## src/rtl/mbw_pkg.sv

```systemverilog
// ----------------------------------------------------------------------------
// mbw_pkg
// Shared widths, register codes, engine states and the result beat layout
// of the spanning-tree bottleneck block.
// ----------------------------------------------------------------------------
package mbw_pkg;

	// Parameter defaults
	localparam int DEF_MAX_VERTICES = 64;
	localparam int DEF_WEIGHT_BITS  = 16;

	// Fixed field widths of the stream beats
	localparam int VTX_W      = 6;
	localparam int FLD_WGT_W  = 16;
	localparam int RES_W      = 16;
	localparam int S_TDATA_W  = 32;

	// Configuration register
	localparam int VC_W    = 7;
	localparam int APB_AW  = 3;
	localparam int APB_DW  = 32;
	localparam logic [VC_W-1:0] VC_RESET = 7'd1;

	// Register select code carried on paddr[APB_AW-1]
	localparam logic REG_VERTEX_COUNT = 1'b0;

	// Graph tag kept beside each stored weight; tag zero marks a cleared entry
	localparam int EPOCH_W = 8;

	// Tree walk sequencer
	typedef enum logic [2:0] {
		PS_IDLE,
		PS_SELECT,
		PS_PASS,
		PS_DRAIN,
		PS_DECIDE,
		PS_DONE
	} prim_state_t;

	typedef struct packed {
		logic             impossible;
		logic [RES_W-1:0] max_weight;
	} result_t;

endpackage

```

## src/rtl/mbw_cfg.sv

```systemverilog
// ----------------------------------------------------------------------------
// mbw_cfg
// APB register for the vertex count, with readback and the clamp of the
// count to the range the engine can walk.
// ----------------------------------------------------------------------------
module mbw_cfg #(
	parameter int MAX_VERTICES = mbw_pkg::DEF_MAX_VERTICES
) (
	input  logic                               clk,
	input  logic                               arst_n,
	input  logic                               psel,
	input  logic                               penable,
	input  logic                               pwrite,
	input  logic [mbw_pkg::APB_AW-1:0]         paddr,
	input  logic [mbw_pkg::APB_DW-1:0]         pwdata,
	output logic [mbw_pkg::APB_DW-1:0]         prdata,
	output logic                               pready,
	output logic [$clog2(MAX_VERTICES+1)-1:0]  vtx_active
);
	import mbw_pkg::*;

	localparam int CNT_W = $clog2(MAX_VERTICES + 1);
	localparam int CMP_W = (CNT_W > VC_W) ? CNT_W : VC_W;

	logic [VC_W-1:0]  vertex_count_q;
	logic             reg_sel;
	logic             reg_wr;
	logic [CMP_W-1:0] vc_ext;
	logic [CMP_W-1:0] vc_clamped;

	assign reg_sel = (paddr[APB_AW-1] == REG_VERTEX_COUNT);
	assign reg_wr  = psel & penable & pwrite & reg_sel;
	assign pready  = 1'b1;

	// Hold the register; write on the access beat
	always_ff @(posedge clk or negedge arst_n) begin
		if (!arst_n) begin
			vertex_count_q <= VC_RESET;
		end else if (reg_wr) begin
			vertex_count_q <= pwdata[VC_W-1:0];
		end
	end

	assign prdata = reg_sel ? APB_DW'(vertex_count_q) : '0;

	// Clamp: zero counts as one vertex, large counts saturate
	always_comb begin
		vc_ext = CMP_W'(vertex_count_q);
		priority if (vc_ext == '0) begin
			vc_clamped = CMP_W'(1);
		end else if (vc_ext > CMP_W'(MAX_VERTICES)) begin
			vc_clamped = CMP_W'(MAX_VERTICES);
		end else begin
			vc_clamped = vc_ext;
		end
	end

	assign vtx_active = CNT_W'(vc_clamped);

endmodule

```

## config.mk

```make
export PLATFORM = sky130hd
export DESIGN_NAME = mbw_cfg
export DESIGN_NICKNAME = d
export VERILOG_FILES = /design/src/rtl/mbw_pkg.sv /design/src/rtl/mbw_cfg.sv
export SDC_FILE = /design/constraint.sdc
export NUM_CORES = 1
export LEC_CHECK = 0
export BUFFER_PORTS_ARGS = -buffer_cell sky130_fd_sc_hd__clkbuf_2
export CORE_UTILIZATION = 33
export DETAILED_ROUTE_END_ITERATION = 8
export GPL_ROUTABILITY_DRIVEN = 0
export GPL_TIMING_DRIVEN = 1
export PLACE_DENSITY = 0.86
export SLEW_MARGIN = 20
export SYNTH_ARGS = -nofsm -noshare
export SYNTH_HDL_FRONTEND = slang
export SYNTH_SLANG_ARGS = --single-unit
```

## constraint.sdc

```tcl
create_clock -name clk -period 1.7 [get_ports clk]
set_input_delay 0.34 -clock clk [delete_from_list [all_inputs] [get_ports clk]]
set_output_delay 0.34 -clock clk [all_outputs]
set_load 0.005 [all_outputs]
```

# Word-level counts from Yosys, hierarchy flattened
# Index checks and enable logic that the tools add are counted.
classes:
  n_lt_le_gt_ge: 1
  mux: 3
  bitwise: 4
  n_reduce_logical: 1
op_table:
  columns: ["op", "n"]
  rows:
  - ["7-bit two-way mux", 3]
  - ["7-bit > comparator (second input constant)", 1]
  - ["7-bit zero test", 1]
  - ["1-bit AND", 3]
  - ["1-bit inverter", 1]
totals:
  register_bits: 7
  inputBits: 40
  word_cells: 10

# Depth between registers and ports, before layout
# Gate-level depths: netlist (run 1).
logic_depth:
  depth_word: 3
  ltp_mapped: 2
  depth_no_buf: 2

# Worst setup path before layout (run 1)
# No wires, ideal clock.
synth_path:
  path_kind: "register to output"
  from: "register vertex_count_q[5] (netlist: vc_ext[5])"
  to: "output port vtx_active[0]"
  arrival_time_ps: 962
  required_time_ps: 1360
  setup_slack_ps: 398
  path_stages_with_launch: 3
  path_buffers: 0
  path_cell_list: "dfrtp_1 -> or3_1 -> o41ai_2"
synth_via:
  elab_chain_len: 3
  elab_cells_between_ends: 4
  classes_between: "1 x order compare; 2 x mux; 1 x reduce/logical"
synth_rtl:
  columns: ["item", "line_no", "rtl"]
  rows:
  - ["from (decl)", "mbw_cfg.sv:25", "logic [VC_W-1:0] vertex_count_q;"]
  - ["from (signal assigned)", "mbw_cfg.sv:40", "vertex_count_q <= pwdata[VC_W-1:0];"]
  - ["7-bit > comparator", "mbw_cfg.sv:51", "end else if (vc_ext > CMP_W'(MAX_VERTICES)) begin"]
  - ["7-bit two-way mux", "mbw_cfg.sv:51", null]
  - ["7-bit two-way mux (*)", "mbw_cfg.sv:49", "priority if (vc_ext == '0) begin"]
  - ["to (decl)", "mbw_cfg.sv:18", "output logic [$clog2(MAX_VERTICES+1)-1:0] vtx_active"]
# Mark *: on every way between the ends. The rest lies on a longest branch, timed or not.

# Worst setup path in the final report (run 1)
# Same ends and word-level chain as after synthesis.

==> results of run 1 <==
## Yosys cell counts
cell type,count
or3_1,1
nand2b_1,1
buf_4,26
nor2b_1,5
o41ai_2,1
and2b_2,7
dfrtp_1,6
conb_1,2
dfstp_2,1
nand4b_4,1
clkbuf_1,1
mux2_2,7
## worst max path at each step
stage / from / end / slack [ns] / cells past startpoint
2_1_floorplan: vc_ext[5] / vtx_active[0] / 0.40 / 2
3_5_place_dp: vc_ext[5] / vtx_active[0] / 0.22 / 3
6_report: vc_ext[5] / vtx_active[0] / -0.008 / 3
5_1_grt: vc_ext[5] / vtx_active[0] / -0.07 / 3
4_1_cts: vc_ext[5] / vtx_active[0] / -0.02 / 3
3_3_place_gp: vc_ext[5] / vtx_active[0] / 0.22 / 3
## per-layer routing
metal / vias up / routed length (um) / track usage [%]
li1: 194 / - / -
met3: 3 / 109 / 5.60
met4: 0 / 14 / 9.09
met5: - / 0 / 0
met1: 181 / 328 / 10.0
met2: 33 / 529 / 18.2
## kinds of logic after synthesis
| logic type | after synthesis | share of synthesized area, % |
|---|---|---|
| buffers and inverters | 27 | 32.8 |
| and+or+nand+nor | 15 | 21.2 |
| muxes | 7 | 13.0 |
| DFF | 7 | 29.1 |
| other | 2 | 1.24 |
| AOI/OAI and AO/OA | 1 | 2.68 |
## report_power, final
part	leakage (nW)	internal, mW	switching (mW)	total [mW]
Combinational	0.316	0.134	0.0869	0.221
Clock	0.0150	0.0896	0.0613	0.151
Sequential	0.0825	0.208	0.0385	0.246
Total	0.413	0.431	0.187	0.618
## placed cells by master, fill, tap and decap left out, types with 2 or more instances in the layout
master    instances
and2b_2           7
clkbuf_2         25
conb_1           26
buf_4             2
clkbuf_4          3
nor2b_1           5
dfrtp_1           6
mux2_2            7
## layout make-up
cell class | count | area share (%)
well taps | 25 | 4.37
clock buffers | 4 | 3.67
flip-flops and latches | 7 | 24.7
repair buffers | 29 | 21.7
multi-input cells | 49 | 45.6
## stage by stage
| stage | hold WS [ns] | area [um^2] | power [mW] | instances | utilization, % |
|---|---|---|---|---|---|
| 3_5_place_dp | 0.182 | 659 | 0.451 | 107 | 38.2 |
| 5_1_grt | 0.308 | 716 | 0.661 | 114 | 41.4 |
| 3_3_place_gp | 0.177 | 659 | 0.441 | 107 | 38.2 |
| 2_1_floorplan | 0.0444 | 697 | 0.400 | 83 | - |
| 6_report | 0.317 | 716 | 0.618 | 114 | 41.4 |
| 4_1_cts | 0.318 | 716 | 0.625 | 114 | 41.4 |
## what timing repair did
action / in CTS / in global routing
resized for setup: 1 / 1
hold buffers: 1 / 0
hold endpoints to repair: 6 / 0
setup buffers: 2 / 0
setup endpoints to repair: 1 / 1
==> flow_metrics.py, run 1 <==
metrics = {
    "die": {
        "start_util_pct": 35.1,
        "coreArea_mm2": 0.00173,
        "io_pins": 80,
        "rows": 15,
        "die_x_um": 44.9,
        "die_y_um": 44.9,
        "die-area_mm2": 0.00201,
    },
    "sta": {
        "skew_ns": 0,
        "finalHoldViolCount": 0,
        "slew_viol_final": 0,
        "fin_crit_ns": 1.71,
        "fmax_ghz": 0.586,
        "setup_tns_ns": -0.00752,
        "setup-violations-final": 1,
        "rsz0062_at_grt": "true",
        "setup_ws_ns": -0.00752,
        "finalCritPeriodShare_pct": 100,
    },
    "worst_setup_path": {
        "critical_path.max_fanout": 2,
        "r2r-start": "vc_ext[6]",
        "cpLargestDelayFamily": "simple AND/OR/NAND/NOR gates",
        "reg2regPathDepth": 1,
        "crit_chain": "or3_4, o41ai_2, buf_2",
        "critPathBufInv": 1,
        "critPathKind": "reg2out",
        "cp_slowest_cell": "or3_4",
        "critPathRequiredTime_ns": 1.36,
        "critPathMaxStageDelay_ns": 0.39,
        "end_kind": "output pin",
        "r2r_slack_ns": 0.79,
        "critical_path_arrival_ns": 1.37,
        "r2r-end": "vc_ext[6]",
        "critPathLaunchType": "flip-flop",
    },
    "clock_tree": {
        "cts_buffer_depth": 2,
        "cts_tree": "built",
        "clock_latency_ns": 0.25,
        "numCtsBuffers": 3,
        "cts.sinks": 7,
        "clkTransAtPathRegs_ns": 0.05,
        "htree_levels": 1,
        "cts-root-buf": "clkbuf_4",
    },
    "synth": {
        "ys_seq_elements": 7,
        "syn_area_um2": 607,
        "ys.warnings.count": 0,
        "ys_seq_area_share_pct": 29.1,
        "synth.distinct_cells": 12,
        "synth_area_leader_cell": "buf_4",
        "syn_area_per_cell_um2": 10.3,
        "synth_top_area_share_pct": 32.2,
        "synth_area_leaders": "buf_4 (32%), dfrtp_1 (25%), mux2_2 (13%)",
        "synth_cells": 59,
    },
    "run_status": {
        "violations": "negative setup slack",
        "outcome": "complete, but fails checks",
    },
    "power": {
        "p_leak_nw": 0.413,
        "ir_worst_vdd_uv": 285,
        "power_density_mw_per_mm2": 863,
    },
    "global_route": {
        "grt_max_degree": 11,
        "globalRouteTotalUtil_pct": 11.0,
        "grt_pass1_wl_mm": 1.42,
        "antenna_found_initial": 0,
        "grt_overflow_total": 0,
        "grt_pass1_vias": 323,
    },
    "layout": {
        "area_delta_synth_final_pct": 17.9,
        "drive_gt1_share_pct": 55.1,
        "fin_nets": 130,
        "diodes": 0,
        "seq_area_um2": 176,
        "fillers": 185,
        "largest_reg_flops": 7,
        "multiInputGateArea_um2": 327,
    },
    "detailed_routing": {
        "drt_iter0_markers": 3,
        "drtAntennaViolNets": 0,
        "avgRoutedWirePerCell_um": 8.61,
        "via_per_inst": 3.61,
        "drc": 0,
        "drt-total-wl_um": 981,
        "vias": 411,
        "drt_first_pass_iters": 2,
    },
    "placement": {
        "portBuffers": 26,
        "pre_cts_ws_ns": 0.218,
        "dpl.hpwl_um": 807,
    },
    "job": {
        "drv_cap": 0,
    },
    "hold_path": {
        "worstHoldEndpoint": "vc_ext[0]",
        "holdPathStages": 2,
        "hold_path.class": "in2reg",
        "hp-start": "pwdata[0]",
    },
}
(Power assumes the default switching activity.)
==> run 2: changes to the inputs <==
--- a/config.mk
+++ b/config.mk
@@ -6,7 +6,9 @@
 export NUM_CORES = 1
 export LEC_CHECK = 0
 export BUFFER_PORTS_ARGS = -buffer_cell sky130_fd_sc_hd__clkbuf_2
-export CORE_UTILIZATION = 33
+export CELL_PAD_IN_SITES_DETAIL_PLACEMENT = 0
+export CELL_PAD_IN_SITES_GLOBAL_PLACEMENT = 1
+export CORE_UTILIZATION = 21
 export DETAILED_ROUTE_END_ITERATION = 8
 export GPL_ROUTABILITY_DRIVEN = 0
 export GPL_TIMING_DRIVEN = 1
==> run 2 against run 1 <==
  * The flow still finishes with violations (negative setup slack)
  * Wire length is 1.3% lower
  * Cell area unchanged
  * Non-clock buffer count is 1 lower
  * First-iteration DRC count is 67% lower
==> flow_metrics.py, run 2 (synthesis gave the netlist of run 1 again) <==
metrics = {
    "sta": {
        "slew_viol_final": 0,
        "whs_ns": 0.333,
        "fmax_ghz": 0.584,
        "rsz0062_at_grt": "true",
        "setup_ws_ns": -0.0125,
        "setup-violations-final": 1,
        "fin_crit_ns": 1.71,
        "finalCritPeriodShare_pct": 101,
        "finalHoldViolCount": 0,
        "skew_ns": 0,
    },
    "layout": {
        "design_area_um2": 716,
        "layout.cells.non_filler": 119,
        "fin_nets": 129,
        "area_delta_synth_final_pct": 17.9,
        "largest_reg_flops": 7,
        "drive_gt1_share_pct": 54.5,
        "final_common_cell": "conb_1",
        "diodes": 0,
        "fillers": 301,
        "layout_common_cells": "conb_1 (26), clkbuf_2 (25), and2b_2 (7), mux2_2 (7), dfrtp_1 (6)",
    },
    "die": {
        "die_y_um": 55.8,
        "rows": 19,
        "io_pins": 80,
        "start_util_pct": 22.0,
        "coreArea_mm2": 0.00276,
        "die_x_um": 55.8,
        "die-area_mm2": 0.00311,
    },
    "worst_setup_path": {
        "critPathRequiredTime_ns": 1.36,
        "critical_path_arrival_ns": 1.37,
        "critPathLaunchType": "flip-flop",
        "end_kind": "output pin",
        "critical_path.max_fanout": 4,
        "critPathKind": "reg2out",
        "r2r_slack_ns": 0.79,
    },
    "global_route": {
        "globalRouteTotalUtil_pct": 6.19,
        "grt_pass1_vias": 339,
        "antenna_found_initial": 0,
        "grt_overflow_total": 0,
        "grt_pass1_wl_mm": 1.39,
        "grt_max_degree": 11,
    },
    "hold_path": {
        "hold_path.class": "in2reg",
    },
    "detailed_routing": {
        "drtAntennaViolNets": 0,
        "drt-total-wl_um": 968,
        "via_per_inst": 3.37,
        "drc": 0,
        "drt_iter0_markers": 1,
        "drt_first_pass_iters": 2,
        "avgRoutedWirePerCell_um": 8.13,
        "vias": 401,
    },
    "placement": {
        "placedInstanceArea_um2": 667,
        "portBuffers": 26,
        "dpl.hpwl_um": 876,
        "pre_cts_ws_ns": 0.169,
        "placed_cells": 113,
    },
    "clock_tree": {
        "cts.sinks": 7,
        "cts-root-buf": "clkbuf_4",
        "numCtsBuffers": 3,
        "clkTransAtPathRegs_ns": 0.05,
        "cts_buffer_depth": 2,
        "clock_latency_ns": 0.24,
        "htree_levels": 1,
        "cts_tree": "built",
    },
    "run_status": {
        "violations": "negative setup slack",
        "outcome": "complete, but fails checks",
    },
    "job": {
        "drv_cap": 0,
    },
    "power": {
        "ir_worst_vdd_uv": 289,
        "p_leak_nw": 0.408,
        "power_density_mw_per_mm2": 841,
        "total_power_mw": 0.602,
    },
}
[run 2: cell types whose count changed in the layout (fill, tap and decap cells not counted), sizes merged]
cell  before  now
buf        3    2
[run 2: cell type report]
cell class	instances	area, um^2	share of cell area [%]
multi-input combinational	49	327	45.6
sequential	7	176	24.7
timing repair buffer	28	148	20.6
tap	31	38.8	5.42
clock buffer	4	26.3	3.67
[run 2: worst max-delay path: stages (launching register included)]
cell	delay, ns
dfrtp_1	0.39
or3_4	0.37
o41ai_2	0.21
buf_2	0.16
[run 2: stage by stage]
step	setup TNS [ns]	utilization, %
CTS	-0.0904	25.7
floorplan	0	-
global route	-0.0672	26.0
finish	-0.0125	26.0
detailed placement	0	24.2
global placement	0	24.2
[run 2: repair_timing]
action | in CTS | in global routing
hold endpoints to repair | 6 | 0
buffers inserted | 0 | 1
cloned | 0 | 0
endpoints found under the setup margin | 1 | 1
gates resized for setup | 1 | 1
hold buffers | 1 | 0
pin swaps | 0 | 0
[run 2: layer usage]
layer  vias to the layer above  global-route usage (%)  share of wire, %  wire length, um
li1                        194                       -                 -                -
met1                       184                    4.78                30              291
met3                         0                    2.79               7.9               76
met5                         -                       0                 0                0
met4                         0                    3.21                 0                0
met2                        23                    12.4                62              600
[run 2: final timing paths]
check | from | end | cells past startpoint
setup reg to reg | vc_ext[6] | vc_ext[6] | 1
max in group asynchronous | arst_n | vc_ext[0] | 2
hold / removal | pwdata[1] | vc_ext[1] | 2
min in group asynchronous | arst_n | vc_ext[6] | 2
setup / recovery | vc_ext[3] | vtx_active[0] | 3
hold reg to reg | vc_ext[3] | vc_ext[3] | 1
[run 2: report_power, final]
part | switching (mW) | total (mW) | internal, mW
logic | 0.0834 | 0.211 | 0.128
registers | 0.0416 | 0.249 | 0.208
clock network | 0.0524 | 0.141 | 0.0890
total | 0.177 | 0.602 | 0.425
==> run 3: changes to the inputs <==
--- a/config.mk
+++ b/config.mk
@@ -13,6 +13,7 @@
 export GPL_ROUTABILITY_DRIVEN = 0
 export GPL_TIMING_DRIVEN = 1
 export PLACE_DENSITY = 0.86
+export RECOVER_POWER = 100
 export SLEW_MARGIN = 20
 export SYNTH_ARGS = -nofsm -noshare
 export SYNTH_HDL_FRONTEND = slang
==> run 3 against run 2 <==
  * The flow still finishes with violations (negative setup slack)
  * Via count rose by 1.2%
  * Core utilization shrank 0.68 points
  * Clock power about the same
  * Cell count unchanged
  * First-iteration DRC count rose to 3.0 times the previous value
  * Combinational power shrank 2%
  * Total power fell by 0.68%
==> flow_metrics.py, run 3 (synthesis gave the netlist of run 1 again) <==
metrics = {
    "run_status": {
        "outcome": "complete, but fails checks",
        "violations": "negative setup slack",
    },
    "sta": {
        "slew_viol_final": 0,
        "fin_crit_ns": 1.71,
        "finalHoldViolCount": 0,
        "finalCritPeriodShare_pct": 101,
        "setup-violations-final": 1,
        "skew_ns": 0,
        "rsz0062_at_grt": "true",
        "setup_ws_ns": -0.0128,
        "fmax_ghz": 0.584,
        "whs_ns": 0.333,
        "setup_tns_ns": -0.0128,
    },
    "layout": {
        "design_area_um2": 697,
        "fin_nets": 129,
        "largest_reg_flops": 7,
        "area_delta_synth_final_pct": 14.8,
        "utilization_pct": 25.3,
        "layout.cells.non_filler": 119,
        "final_common_cell": "conb_1",
        "diodes": 0,
        "drive_gt1_share_pct": 50.0,
        "layout_common_cells": "conb_1 (26), clkbuf_2 (22), and2b_2 (7), mux2_2 (7), dfrtp_1 (6)",
    },
    "worst_setup_path": {
        "critPathLaunchType": "flip-flop",
        "critical_path_arrival_ns": 1.37,
        "critPathCapture": "vtx_active[0]",
        "cp_slowest_cell": "dfrtp_1",
        "r2r-end": "vc_ext[6]",
        "r2r-start": "vc_ext[6]",
        "r2r_slack_ns": 0.79,
        "reg2regPathDepth": 1,
        "critPathRequiredTime_ns": 1.36,
        "critical_path.max_fanout": 4,
        "critPathMaxStageDelay_ns": 0.39,
        "end_kind": "output pin",
        "crit_chain": "or3_4, o41ai_2, buf_2",
        "crit_start": "vc_ext[3]",
        "critPathKind": "reg2out",
    },
    "job": {
        "drv_cap": 0,
    },
    "clock_tree": {
        "cts_buffer_depth": 2,
        "htree_levels": 1,
        "cts-root-buf": "clkbuf_4",
        "numCtsBuffers": 3,
        "clkTransAtPathRegs_ns": 0.05,
        "cts.sinks": 7,
        "cts_tree": "built",
        "clock_latency_ns": 0.24,
    },
    "placement": {
        "placed_cells": 113,
        "placedInstanceArea_um2": 667,
        "portBuffers": 26,
        "dpl.hpwl_um": 876,
        "pre_cts_ws_ns": 0.169,
    },
    "global_route": {
        "grt_pass1_vias": 339,
        "grt_max_degree": 11,
        "grt_pass1_wl_mm": 1.39,
        "grt_overflow_total": 0,
        "use_met1_pct": 4.78,
        "top_usage_layer": "met2",
        "globalRouteTotalUtil_pct": 6.19,
        "use_met2_pct": 12.4,
        "met3_usage_pct": 2.79,
        "antenna_found_initial": 0,
    },
    "hold_path": {
        "hold_path.class": "in2reg",
        "holdPathStages": 2,
    },
    "detailed_routing": {
        "drtAntennaViolNets": 0,
        "drt_first_pass_iters": 2,
        "drt_iter0_markers": 3,
        "via_per_inst": 3.41,
        "drc": 0,
        "avgRoutedWirePerCell_um": 8.25,
        "vias": 406,
        "drt-total-wl_um": 982,
    },
    "die": {
        "start_util_pct": 22.0,
        "coreArea_mm2": 0.00276,
        "die_x_um": 55.8,
        "die_y_um": 55.8,
        "die-area_mm2": 0.00311,
        "io_pins": 80,
        "rows": 19,
    },
    "power": {
        "ir_worst_vdd_uv": 290,
        "total_power_mw": 0.598,
        "p_leak_nw": 0.385,
        "power_density_mw_per_mm2": 858,
    },
}
==> run 3: area by class of cell <==
cell class | count | area (um^2)
well taps | 31 | 38.8
repair buffers | 28 | 144
flip-flops and latches | 7 | 176
fillers | 304 | 2060
multi-input cells | 49 | 312
clock buffers | 4 | 26.3
==> run 3: how the worst min path moves through the flow <==
stage               slack [ns]      start        end
finish                    0.33  pwdata[1]  vc_ext[1]
detailed placement        0.18     arst_n  vc_ext[3]
floorplan                 0.04     arst_n  vc_ext[1]
global placement          0.18     arst_n  vc_ext[2]
global route              0.33  pwdata[3]  vc_ext[3]
CTS                       0.32  pwdata[1]  vc_ext[1]
==> run 3: critical path, delay by kind of cell (launching register included) <==
family | cells | cell delay [ns]
DFF | 1 | 0.39
and+or+nand+nor | 1 | 0.37
AOI/OAI and AO/OA | 1 | 0.21
buffers and inverters | 1 | 0.16
==> run 3: power breakdown <==
group,switching (mW),total [mW],internal [mW],leakage [nW]
Combinational,0.0819,0.207,0.125,0.288
Clock,0.0524,0.141,0.0890,0.0150
Sequential,0.0418,0.250,0.208,0.0825
Total,0.176,0.598,0.422,0.385
==> run 3: what timing repair did <==
item / in CTS / in global routing
gates resized for setup: 1 / 1
setup endpoints to repair: 1 / 1
hold endpoints to repair: 6 / 0
setup buffers: 0 / 1
hold buffers: 1 / 0
==> run 3: per-layer routing <==
metal / routed length (um) / part of all wire, %
met1: 307 / 31
met4: 0 / 0
met5: 0 / 0
met3: 76 / 7.7
met2: 598 / 61
